==> config.mk <==
export PLATFORM = sky130hd
export DESIGN_NAME = core_local_timer_interrupter_unit
export DESIGN_NICKNAME = d
export VERILOG_FILES = /design/src/rtl/clint_pkg.sv /design/src/rtl/core_local_timer_interrupter_unit.sv /design/src/rtl/clint_decode.sv
export SDC_FILE = /design/constraint.sdc
export NUM_CORES = 1
export LEC_CHECK = 0
export ABC_AREA = 1
export BUFFER_PORTS_ARGS = -buffer_cell sky130_fd_sc_hd__buf_2
export CAP_MARGIN = 20
export CORE_MARGIN = 4
export CORE_UTILIZATION = 35
export CTS_CLUSTER_DIAMETER = 200
export CTS_CLUSTER_SIZE = 28
export DETAILED_ROUTE_END_ITERATION = 8
export GPL_TIMING_DRIVEN = 0
export PLACE_DENSITY = 0.53
export SYNTH_ARGS = -nofsm -noshare
export SYNTH_HDL_FRONTEND = slang
export SYNTH_SLANG_ARGS = --single-unit
==> constraint.sdc <==
create_clock -name clock -period 15.15 [get_ports clock]
set_input_delay 3.03 -clock clock [delete_from_list [all_inputs] [get_ports clock]]
set_output_delay 3.03 -clock clock [all_outputs]
set_load 0.1 [all_outputs]
==> src/rtl/clint_pkg.sv <==
// Shared definitions for the core-local timer interrupter: address map,
// operation codes, hart limits and the decoded-access struct.
// No dependencies.
`timescale 1ns / 1ps

package clint_pkg;

   // Operation codes carried on the request channel
   localparam logic [1:0] OP_READ  = 2'd0;
   localparam logic [1:0] OP_WRITE = 2'd1;
   localparam logic [1:0] OP_TICK  = 2'd2;

   // Address map
   localparam logic [15:0] COUNTER_OFFSET = 16'hBFF8;
   localparam logic [15:0] COMPARE_BASE   = 16'h4000;
   localparam logic [3:0]  SIZE_DWORD     = 4'd8;
   localparam logic [3:0]  SIZE_WORD      = 4'd4;

   // Hart limits
   localparam int DEFAULT_NUM_HARTS = 4;
   localparam int MAX_HARTS         = 32;
   localparam int HART_IDX_W        = 5;
   localparam int OUT_HARTS         = 4;

   // Decoded access, handed from the decoder to the state logic
   typedef struct packed {
      logic                  ok;
      logic                  is_tick;
      logic                  is_write;
      logic                  sel_counter;
      logic                  sel_compare;
      logic                  sel_soft;
      logic [HART_IDX_W-1:0] hart;
   } decode_type;

endpackage

==> src/rtl/core_local_timer_interrupter_unit.sv <==
// Core-local timer interrupter: 64-bit time counter, per-hart compare
// registers, latched timer pending and software interrupt bits.
// Depends on clint_pkg and clint_decode.
`timescale 1ns / 1ps

// Usage
// - Request channel (req_*): one beat is a bus read, a bus write or a single
//   timer tick. Accepted when req_valid is high and req_stall is low.
// - Response channel (rsp_*): exactly one beat per request, in order, with
//   ok, read data and the timer and software pending bits of harts 0..3 as
//   they stand after that request.
// - Path: a request is captured in the request register when accepted, is
//   processed from there and its response is held in the response
//   register, from which the receiver takes it.
// - Throughput: one request per cycle while the receiver takes responses.
//   The counter increment, the decode and the per-hart 64-bit compares
//   all sit in one stage between the request and response registers.
// - When the receiver stalls, the response register holds; the request
//   register keeps its beat and req_stall rises once it is occupied, so at
//   most two requests are in flight.
// - Reset clears the counter, the compare registers, the armed, timer
//   pending and software bits, and empties both registers. No clearing
//   pass is needed; requests are taken from the first cycle after reset.
module core_local_timer_interrupter_unit #(
   parameter int NUM_HARTS = clint_pkg::DEFAULT_NUM_HARTS
) (
   input  logic        clock,
   input  logic        reset,
   input  logic        req_valid,
   output logic        req_stall,
   input  logic [1:0]  req_operation,
   input  logic [15:0] req_offset,
   input  logic [3:0]  req_access_size,
   input  logic [63:0] req_write_data,
   output logic        rsp_valid,
   input  logic        rsp_stall,
   output logic        rsp_ok,
   output logic [63:0] rsp_read_data,
   output logic [3:0]  rsp_timer_irq,
   output logic [3:0]  rsp_soft_irq
);
   import clint_pkg::*;

   localparam int HART_W = (NUM_HARTS > 1) ? $clog2(NUM_HARTS) : 1;

   // Request register
   logic        s1_vld_ff, s1_vld_in;
   logic [1:0]  op_ff;
   logic [15:0] off_ff;
   logic [3:0]  size_ff;
   logic [63:0] wdata_ff;

   // Architectural state
   logic [63:0]          time_ff, time_in;
   logic [63:0]          compare_ff [NUM_HARTS];
   logic [63:0]          compare_in [NUM_HARTS];
   logic [NUM_HARTS-1:0] armed_ff, armed_in;
   logic [NUM_HARTS-1:0] latch_ff, latch_in;
   logic [NUM_HARTS-1:0] soft_ff, soft_in;

   // Response register
   logic        rsp_valid_ff, rsp_valid_in;
   logic        ok_ff;
   logic [63:0] rdata_ff, rdata_in;
   logic [OUT_HARTS-1:0] tirq_ff, tirq_in;
   logic [OUT_HARTS-1:0] sirq_ff, sirq_in;

   decode_type          dec;
   logic                req_beat;
   logic                adv;
   logic [HART_W-1:0]   hart;

   // Handshake
   assign adv       = s1_vld_ff && (!rsp_valid_ff || !rsp_stall);
   assign req_stall = s1_vld_ff && !adv;
   assign req_beat  = req_valid && !req_stall;

   assign s1_vld_in    = req_beat ? 1'b1 : (adv ? 1'b0 : s1_vld_ff);
   assign rsp_valid_in = adv ? 1'b1 : ((rsp_valid_ff && !rsp_stall) ? 1'b0 : rsp_valid_ff);

   // Decode of the registered request
   clint_decode #(
      .NUM_HARTS (NUM_HARTS)
   ) u_decode (
      .operation   (op_ff),
      .offset      (off_ff),
      .access_size (size_ff),
      .dec         (dec)
   );

   assign hart = dec.hart[HART_W-1:0];

   // Next state and compare evaluation
   always_comb begin
      logic wr_cmp;
      logic arm_mid;
      logic hit;
      time_in = time_ff;
      if (dec.is_tick) begin
         time_in = time_ff + 64'd1;
      end else if (dec.sel_counter && dec.is_write) begin
         time_in = wdata_ff;
      end
      for (int h = 0; h < NUM_HARTS; h++) begin
         wr_cmp        = dec.sel_compare && dec.is_write && (hart == HART_W'(h));
         compare_in[h] = wr_cmp ? wdata_ff : compare_ff[h];
         arm_mid       = armed_ff[h] || wr_cmp || (dec.sel_counter && dec.is_write);
         hit           = arm_mid && (time_in >= compare_in[h]);
         latch_in[h]   = (latch_ff[h] && !wr_cmp) || hit;
         armed_in[h]   = arm_mid && !hit;
         soft_in[h]    = (dec.sel_soft && dec.is_write && (hart == HART_W'(h)))
                         ? wdata_ff[0] : soft_ff[h];
      end
   end

   // Read data
   always_comb begin
      rdata_in = 64'd0;
      if (!dec.is_write) begin
         if (dec.sel_counter) begin
            rdata_in = time_ff;
         end else if (dec.sel_compare) begin
            rdata_in = compare_ff[hart];
         end else if (dec.sel_soft) begin
            rdata_in = {63'd0, soft_ff[hart]};
         end
      end
   end

   // Visible harts; missing ones read as zero
   for (genvar g = 0; g < OUT_HARTS; g++) begin : g_out
      if (g < NUM_HARTS) begin : g_hart
         assign tirq_in[g] = latch_in[g];
         assign sirq_in[g] = soft_in[g];
      end else begin : g_none
         assign tirq_in[g] = 1'b0;
         assign sirq_in[g] = 1'b0;
      end
   end

   // Control and state registers
   always_ff @(posedge clock) begin
      if (reset) begin
         s1_vld_ff    <= 1'b0;
         rsp_valid_ff <= 1'b0;
         time_ff      <= 64'd0;
         armed_ff     <= '0;
         latch_ff     <= '0;
         soft_ff      <= '0;
         for (int h = 0; h < NUM_HARTS; h++) begin
            compare_ff[h] <= 64'd0;
         end
      end else begin
         s1_vld_ff    <= s1_vld_in;
         rsp_valid_ff <= rsp_valid_in;
         if (adv) begin
            time_ff  <= time_in;
            armed_ff <= armed_in;
            latch_ff <= latch_in;
            soft_ff  <= soft_in;
            for (int h = 0; h < NUM_HARTS; h++) begin
               compare_ff[h] <= compare_in[h];
            end
         end
      end
   end

   // Payload registers
   always_ff @(posedge clock) begin
      if (req_beat) begin
         op_ff    <= req_operation;
         off_ff   <= req_offset;
         size_ff  <= req_access_size;
         wdata_ff <= req_write_data;
      end
      if (adv) begin
         ok_ff    <= dec.ok;
         rdata_ff <= rdata_in;
         tirq_ff  <= tirq_in;
         sirq_ff  <= sirq_in;
      end
   end

   assign rsp_valid     = rsp_valid_ff;
   assign rsp_ok        = ok_ff;
   assign rsp_read_data = rdata_ff;
   assign rsp_timer_irq = tirq_ff;
   assign rsp_soft_irq  = sirq_ff;

   // Checks
   a_rsp_from_req: assert property (@(posedge clock) disable iff (reset)
      $rose(rsp_valid_ff) |-> $past(s1_vld_ff))
      else $error("response appeared without a registered request");

   a_tick_counts: assert property (@(posedge clock) disable iff (reset)
      (adv && dec.is_tick) |=> (time_ff == $past(time_ff) + 64'd1))
      else $error("tick did not advance the counter by one");

   a_bad_access_idle: assert property (@(posedge clock) disable iff (reset)
      (adv && !dec.ok) |=> (time_ff == $past(time_ff)) && (soft_ff == $past(soft_ff)))
      else $error("rejected access changed state");

endmodule

==> src/rtl/clint_decode.sv <==
// Address and size decoder for the core-local timer interrupter.
// Depends on clint_pkg.
`timescale 1ns / 1ps

module clint_decode #(
   parameter int NUM_HARTS = clint_pkg::DEFAULT_NUM_HARTS
) (
   input  logic [1:0]             operation,
   input  logic [15:0]            offset,
   input  logic [3:0]             access_size,
   output clint_pkg::decode_type  dec
);
   import clint_pkg::*;

   logic        is_bus;
   logic        ctr_hit;
   logic [15:0] cmp_rel;
   logic [12:0] cmp_idx;
   logic        cmp_hit;
   logic [13:0] soft_idx;
   logic        soft_hit;

   // Region hits
   always_comb begin
      is_bus   = (operation == OP_READ) || (operation == OP_WRITE);
      ctr_hit  = (offset == COUNTER_OFFSET) && (access_size == SIZE_DWORD);
      cmp_rel  = offset - COMPARE_BASE;
      cmp_idx  = cmp_rel[15:3];
      cmp_hit  = !ctr_hit && (offset >= COMPARE_BASE) && (access_size == SIZE_DWORD)
                 && (cmp_rel[2:0] == 3'd0) && (cmp_idx < 13'(NUM_HARTS));
      soft_idx = offset[15:2];
      soft_hit = (offset < COMPARE_BASE) && (access_size == SIZE_WORD)
                 && (offset[1:0] == 2'd0) && (soft_idx < 14'(NUM_HARTS));
   end

   // Pack the result
   always_comb begin
      dec.is_tick     = (operation == OP_TICK);
      dec.is_write    = (operation == OP_WRITE);
      dec.sel_counter = is_bus && ctr_hit;
      dec.sel_compare = is_bus && cmp_hit;
      dec.sel_soft    = is_bus && soft_hit;
      dec.ok          = dec.is_tick || dec.sel_counter || dec.sel_compare || dec.sel_soft;
      dec.hart        = cmp_hit ? cmp_idx[HART_IDX_W-1:0] : soft_idx[HART_IDX_W-1:0];
   end

endmodule
==> out/results.tsv, run 1 <==
metric	value	unit
crit_family	buffers and inverters	
finalCriticalPeriod	6.76	ns
status	finished, final reports clean	
setup_viol	0	
slew_violations	0	
cts_resized	0	
ant_nets	0	
cts_buffers	21	
grt_max_degree	60	
start_util	0.353	
reg2reg_slack	8.74	ns
synth_compound_gate_area_share	0.146	
grt_use_total	0.274	
synth_top_cell_by_area	edfxtp_1	
drc	0	
worst_slew_pin_slew	1.22	ns
synth_fa_ha_area_frac	0.101	
antenna_found_initial	5	
yosys_warnings	0	
area_growth	10.1	%
first_global_vias	27123	
postCtsSetupRepairBufs	0	
power	0.00292	W
h-tree-depth	1	
fillerInstances	9533	
place.gp.congestion	1.01	
yosysTopAreaCellShare	0.392	
worstPathRequired	12.12	ns
gr-total-overflow	0	
clock_sinks	493	
cellPowerDensity	83.5	nW/um2
worst_path_max_delay_cell	buf_2	
cap_violations	0	
worstSetupStartpointType	primary input	
synthMuxAreaShare	0	
fin_crit_sh	0.446	
num_vias	29186	
path_cells	buf_2 -> nand2_1 -> nor2_1 -> buf_2	
synth_edf_count	415	
fmax	148	MHz
peakVddDrop	0.0702	mV
hold_violations	0	
first_pass_iters	6	
cp_common_cell	buf_2	
synth_area	31800	um2
syn_nets	4258	
rsz0062_at_grt	no	
finalWirelength	134	mm
slew_headroom	0.184	
multiInputGateArea	16000	um2
crit_path_end_kind	primary output	
stdcell_count	5311	
skew	0.0602	ns
final_nets	4458	
drt_iter0_markers	3460	
criticalPathCategory	in -> out	
crit_fanout	3	
yosysUniqueCellTypes	49	
die-width	309	um
synth_cells	3911	
grt_pass1_wl	191	mm
hold_buffers	0	
critPathBufInv	2	
synth_xor_area_frac	0.0116	
drive_gt1_frac	0.0856	
power.leakage	14.4	nW
syn_avg_cell_area	8.12	um2
ys_seq_area_frac	0.442	
ys_ff_latch	493	
dieArea	95600	um2
cts_tree	yes	
dp_cells	5264	
hold_path_class	reg -> reg	
cts_root_buffer	clkbuf_16	
die_y	309	um
synth_top_family_by_area	simple AND/OR/NAND/NOR gates	
portBuffers	164	
clkLatencyLatePin	0.65	ns
yosys.area_share.simple	0.245	
timing.rr.start	op_ff[1]	
dp.final_hpwl	103	mm
max_stage_delay	0.44	ns
synthArstFlopShare	0	
cts.clk_slew.worst_paths	0.12	ns
cts_buffer_depth	3	
synth.area.top_cells	edfxtp_1, nand2_1, ha_1, nor2_1, dfxtp_1	
design.core.area	90000	um2
wl_per_cell	25.3	um
ioPinCount	165	
rows	110	
viasPerCell	5.50	
crit_start	rsp_stall	
cp.arrival	3.73	ns
hold_start	latch_ff[0]	
ff_latch_area	14000	um2
ys.flop_type	edfxtp_1	
-- where the power goes --
group / leakage (nW) / internal (W) / switching (W)
Sequential: 4.92 / 0.00155 / 0.0000559
Clock: 0.288 / 0.000270 / 0.000484
Combinational: 9.17 / 0.000169 / 0.000395
-- kinds of logic (layout without fill, tap and decap cells) --
family                   count (synthesis)  in the layout
AND/OR/NAND/NOR                       1937           1937
other                                    0              9
adder cells (fa/ha/maj)                257            257
AO/OA/AOI/OAI                          764            764
buffers and inverters                  418            633
flip-flops                             493            493
XOR/XNOR                                42             42
-- layout make-up --
| type | count | share of cell area |
|---|---|---|
| plain buffers | 187 | 0.0249 |
| inverters | 231 | 0.0249 |
| well taps | 1176 | 0.0421 |
| multi-input cells | 3000 | 0.458 |
| clock inverters | 2 | 0.000716 |
| repair buffers | 177 | 0.0311 |
| diodes | 9 | 0.000644 |
| flip-flops and latches | 493 | 0.401 |
| clock buffers | 36 | 0.0166 |
-- cells in the mapped netlist (4+ instances only) --
cell      number
nor2_1       444
inv_1        222
o21ai_0      182
o211ai_1      24
a21boi_0     109
buf_4          6
inv_2          6
or2_0          7
o21a_1        14
clkbuf_1     121
buf_2         36
buf_6         13
nor2_2         5
a21boi_2      39
o22ai_1       25
xnor2_1        5
buf_1         10
nand3_1      108
nand2_2        5
or2_2         17
xor2_1        37
a21boi_1      43
ha_1         257
nand4_1       50
nor3_1        48
a21oi_1      287
nand2_1     1232
o21ai_1       19
o21ai_2       13
edfxtp_1     415
dfxtp_1       78
a21o_1         4
-- worst min-delay path, cell delays in order, from the launching register on --
cell,delay [ns]
dfxtp_1,0.33
nand2_1,0.06
nand2_1,0.05
-- stage by stage --
stage	hold WS (ns)	util	setup WS, ns	TNS [ns]	instance area, um2
detailed placement	0.442	0.381	8.39	0	34300
finish	0.463	0.388	8.39	0	35000
floorplan	0.426	-	0.667	0	31800
global placement	0.441	0.378	-6.79	-1787.67	34100
global route	0.485	0.388	8.36	0	34900
CTS	0.462	0.388	8.39	0	34900
-- placed cells by master (no fill, tap or decap), drive strengths merged --
master,n
o2111ai,1
nor3,49
and3,2
or2,27
a21oi,287
xnor2,5
a21o,4
nand3,109
nor4,4
clkbuf,158
nor3b,1
and2,3
nand2,1237
dfxtp,78
a22oi,1
diode,9
clkinv,3
nand4,50
xor2,37
buf,242
edfxtp,415
o21a,14
ha,257
nor2,452
o22ai,25
nand3b,3
o211ai,24
inv,230
a31oi,2
o21bai,1
o21ai,214
a21boi,191
-- layer usage --
layer  track usage  part of all wire  up-vias  routed length (um)
li1              -                 -    13622                   -
met1         0.387              0.44    14080               59300
met2         0.430              0.44     1289               58600
met3        0.0411             0.082      195               11000
met4        0.0935             0.041        0                5510
met5             0                 0        -                   0
-- sequential cells by signal, indices dropped and copies added (netlist names), 2 cells and up --
| signal | count |
|---|---|
| op_ff | 2 |
| wdata_ff | 64 |
| rsp_soft_irq | 4 |
| rsp_read_data | 64 |
| time_ff | 64 |
| off_ff | 16 |
| compare_ff | 256 |
| size_ff | 4 |
| armed_ff | 4 |
| soft_ff | 4 |
| latch_ff | 4 |
| rsp_timer_irq | 4 |
-- path summary, 6_finish.rpt --
kind,end,cells past startpoint
max,req_stall,4
min,latch_ff[0],2
max reg2reg,latch_ff[2],17
min reg2reg,latch_ff[0],2
No activity file was read; power rests on OpenSTA's default activity.
==> inputs of run 2 (changes only) <==
- ABC_AREA: 1 -> 0
- PLACE_DENSITY: 0.53 -> 0.52
- clock period: 15.15 -> 6.7 ns (I/O delays scaled with it)
==> run 2 against run 1 <==
  * Register-to-register slack got worse by 8.5 ns
  * Power rose by 110%
  * Combinational power rose by 63%
  * Hold slack improved by 0.045 ns
  * Global-route usage fell by 2.9 points
  * Non-clock buffer count fell by 15
  * First-iteration DRC count fell by 21%
  * Count of clock-buffer cells in the layout did not move
  * Routed wire length fell by 16%
  * Critical path type is now reg -> reg
  * Critical endpoint is now rsp_timer_irq[2]
  * Highest routed layer is now met5
==> out/results.tsv, run 2 <==
metric	value	unit	change
status	finished, final reports clean		unchanged
layout_setup_ws	0.228	ns	was 8.39 ns
ys_ff_latch	493		unchanged
die-width	297	um	was 309 um
slew_violations	0		unchanged
grt_max_degree	36		was 60
final_nets	3274		was 4458
grt_use_total	0.245		was 0.274
cp-endpoint	rsp_timer_irq[2]		was req_stall
h-tree-depth	1		unchanged
ioPinCount	165		unchanged
gr-total-overflow	0		unchanged
synth_cells	2717		was 3911
first_pass_iters	7		was 6
grt_pass1_wl	164	mm	was 191 mm
rows	105		was 110
power.leakage	13.3	nW	was 14.4 nW
hold_violations	0		unchanged
ys.flop_type	edfxtp_1		unchanged
cp.arrival	6.81	ns	was 3.73 ns
skew	0.0380	ns	was 0.0602 ns
stdcell_count	4012		was 5311
ys_seq_area_frac	0.478		was 0.442
hold_depth	2		unchanged
setup_viol	0		unchanged
worstReg2RegEnd	rsp_timer_irq[2]		was latch_ff[2]
design.core.area	82500	um2	was 90000 um2
clkLatencyLatePin	0.63	ns	was 0.65 ns
area_growth	10.9	%	was 10.1%
drt_iter0_markers	2733		was 3460
dieArea	88500	um2	was 95600 um2
synth.area.top_cells	edfxtp_1, ha_1, mux2i_1, dfxtp_1, nor2_1		was edfxtp_1, nand2_1, ha_1, nor2_1, dfxtp_1
synth_edf_count	415		unchanged
postCtsSetupRepairBufs	0		unchanged
crit_path_end_kind	register		was primary output
layout_common_cells	edfxtp_1, nor2_1, mux2i_1, ha_1, buf_2		was nand2_1, nor2_1, edfxtp_1
reg2reg_slack	0.23	ns	was 8.74 ns
cts_buffer_depth	3		unchanged
fmax	155	MHz	
drive_gt1_frac	0.115		was 0.0856
syn_nets	3064		was 4258
antenna_cells	0		was 9
first_global_vias	23794		was 27123
worst_slew_pin_slew	1.07	ns	was 1.22 ns
cts_resized	2		was 0
rsz0062_at_grt	no		unchanged
top_register	compare_ff		unchanged
crit_start	size_ff[1]		was rsp_stall
layout_commonest_cell	edfxtp_1		was nand2_1
hold_path_class	reg -> reg		unchanged
finalWirelength	113	mm	was 134 mm
wl_per_cell	28.1	um	was 25.3 um
crit_fanout	10		was 3
max_stage_delay	0.67	ns	was 0.44 ns
worstSetupStartpointType	register		was primary input
r2r.worst_path.cells	16		was 17
criticalPathCategory	reg -> reg		was in -> out
viasPerCell	6.03		was 5.50
worstPathRequired	7.04	ns	was 12.12 ns
synth_top_cell_by_area	edfxtp_1		unchanged
yosys_warnings	0		unchanged
yosysTopAreaCellShare	0.425		was 0.392
synth.most_common_cell	edfxtp_1		was nand2_1
finalCriticalPeriod	6.47	ns	
worst_path_max_delay_cell	a211oi_1		was buf_2
peakVddDrop	0.167	mV	was 0.0702 mV
yosysUniqueCellTypes	84		was 49
synthArstFlopShare	0		unchanged
largest_reg_flops	256		unchanged
final.setup.tns	0	ns	unchanged
clock_sinks	493		unchanged
synth_area	29300	um2	was 31800 um2
fin_crit_sh	0.966		
ant_nets	0		unchanged
path_cells	nor4b_2 -> nand4_1 -> nor3_2 -> buf_2 -> buf_2 -> a211oi_1 -> a211oi_1 -> ha_1 -> a211oi_1 -> o21ai_0 -> a31o_2 -> a2111oi_1 -> buf_2 -> o221ai_1 -> o21ai_1 -> o22ai_1		was buf_2 -> nand2_1 -> nor2_1 -> buf_2
synth_common_cells	edfxtp_1, nor2_1, ha_1, mux2i_1, nand2_1		was nand2_1, nor2_1, edfxtp_1
cts_tree	yes		unchanged
dp.final_hpwl	86.5	mm	was 103 mm
cellPowerDensity	191	nW/um2	was 83.5 nW/um2
timing.rr.start	size_ff[1]		was op_ff[1]
syn_avg_cell_area	10.8	um2	was 8.12 um2
portBuffers	163		was 164
power	0.00620	W	was 0.00292 W
die_y	297	um	was 309 um
place.gp.congestion	0.945		was 1.01
post-place-ws	-0.253	ns	was 8.39 ns
drc	0		unchanged
cts_buffers	21		unchanged
hold_buffers	0		unchanged
cts_root_buffer	clkbuf_16		unchanged
slew_headroom	0.288		was 0.184
antenna_found_initial	5		unchanged
num_vias	24181		was 29186
start_util	0.355		was 0.353
cts.clk_slew.worst_paths	0.13	ns	was 0.12 ns
cap_violations	0		unchanged
dp_cells	3974		was 5264
[run 2: cell types whose count changed after synthesis, moves of 36 or more]
cell	previous run	this run
nand3_1	108	55
a21boi_2	39	0
nor2_1	444	400
xor2_1	37	0
a22oi_1	1	58
mux2i_1	0	257
a21oi_1	287	151
a21boi_1	43	0
nand2_1	1232	157
a222oi_1	0	59
clkbuf_1	121	85
a21boi_0	109	3
inv_1	222	24
o21ai_0	182	126
[run 2: worst min path at each step]
stage	from	to	slack [ns]
3_3_place_gp	latch_ff[2]	latch_ff[2]	0.46
5_1_grt	latch_ff[2]	latch_ff[2]	0.53
2_1_floorplan	latch_ff[2]	latch_ff[2]	0.45
3_5_place_dp	latch_ff[2]	latch_ff[2]	0.48
4_1_cts	latch_ff[2]	latch_ff[2]	0.50
6_report	latch_ff[2]	latch_ff[2]	0.51
[run 2: cells by family (layout without fill, tap and decap cells)]
group,Yosys count,in the layout,share of synthesized area
DFF,493,493,0.478
buffers and inverters,187,412,0.0287
AOI/OAI and AO/OA,653,653,0.154
and+or+nand+nor,862,862,0.139
muxes,265,265,0.0908
adders and majority gates,257,257,0.110
[run 2: critical path: cells and delay by family, from the launching register on]
| kind | cells | cell delay, ns |
|---|---|---|
| AOI/OAI and AO/OA | 9 | 2.79 |
| and+or+nand+nor | 3 | 1.45 |
| buffers and inverters | 3 | 1.13 |
| DFF | 1 | 0.43 |
| adders and majority gates | 1 | 0.38 |
[run 2: area by class of cell]
type / count / area [um2]
plain buffers: 162 / 749
clock buffers: 36 / 582
clock inverters: 2 / 25.0
fillers: 8109 / 50000
inverters: 25 / 97.6
multi-input cells: 2037 / 14500
flip-flops and latches: 493 / 14000
well taps: 1070 / 1340
repair buffers: 187 / 1190
[run 2: per-stage QoR]
| step | utilization | cell area, um2 | hold WS (ns) |
|---|---|---|---|
| finish | 0.394 | 32500 | 0.508 |
| global route | 0.394 | 32500 | 0.525 |
| CTS | 0.394 | 32500 | 0.496 |
| detailed placement | 0.386 | 31900 | 0.478 |
| global placement | 0.382 | 31500 | 0.455 |
| floorplan | - | 29300 | 0.445 |
[run 2: where the power goes]
group	total [W]	internal, W	switching [W]
Combinational	0.000919	0.000284	0.000635
Clock	0.00168	0.000611	0.00107
Sequential	0.00360	0.00348	0.000122
Total	0.00620	0.00438	0.00183
[run 2: routing by layer]
| layer | share of wire | global-route usage | up-vias | wire [um] |
|---|---|---|---|---|
| met2 | 0.47 | 0.409 | 992 | 52700 |
| met3 | 0.061 | 0.0274 | 153 | 6940 |
| met4 | 0.036 | 0.0769 | 2 | 4080 |
| met5 | 0.00012 | 0 | - | 13 |
| met1 | 0.44 | 0.335 | 12074 | 49100 |
| li1 | - | - | 10960 | - |
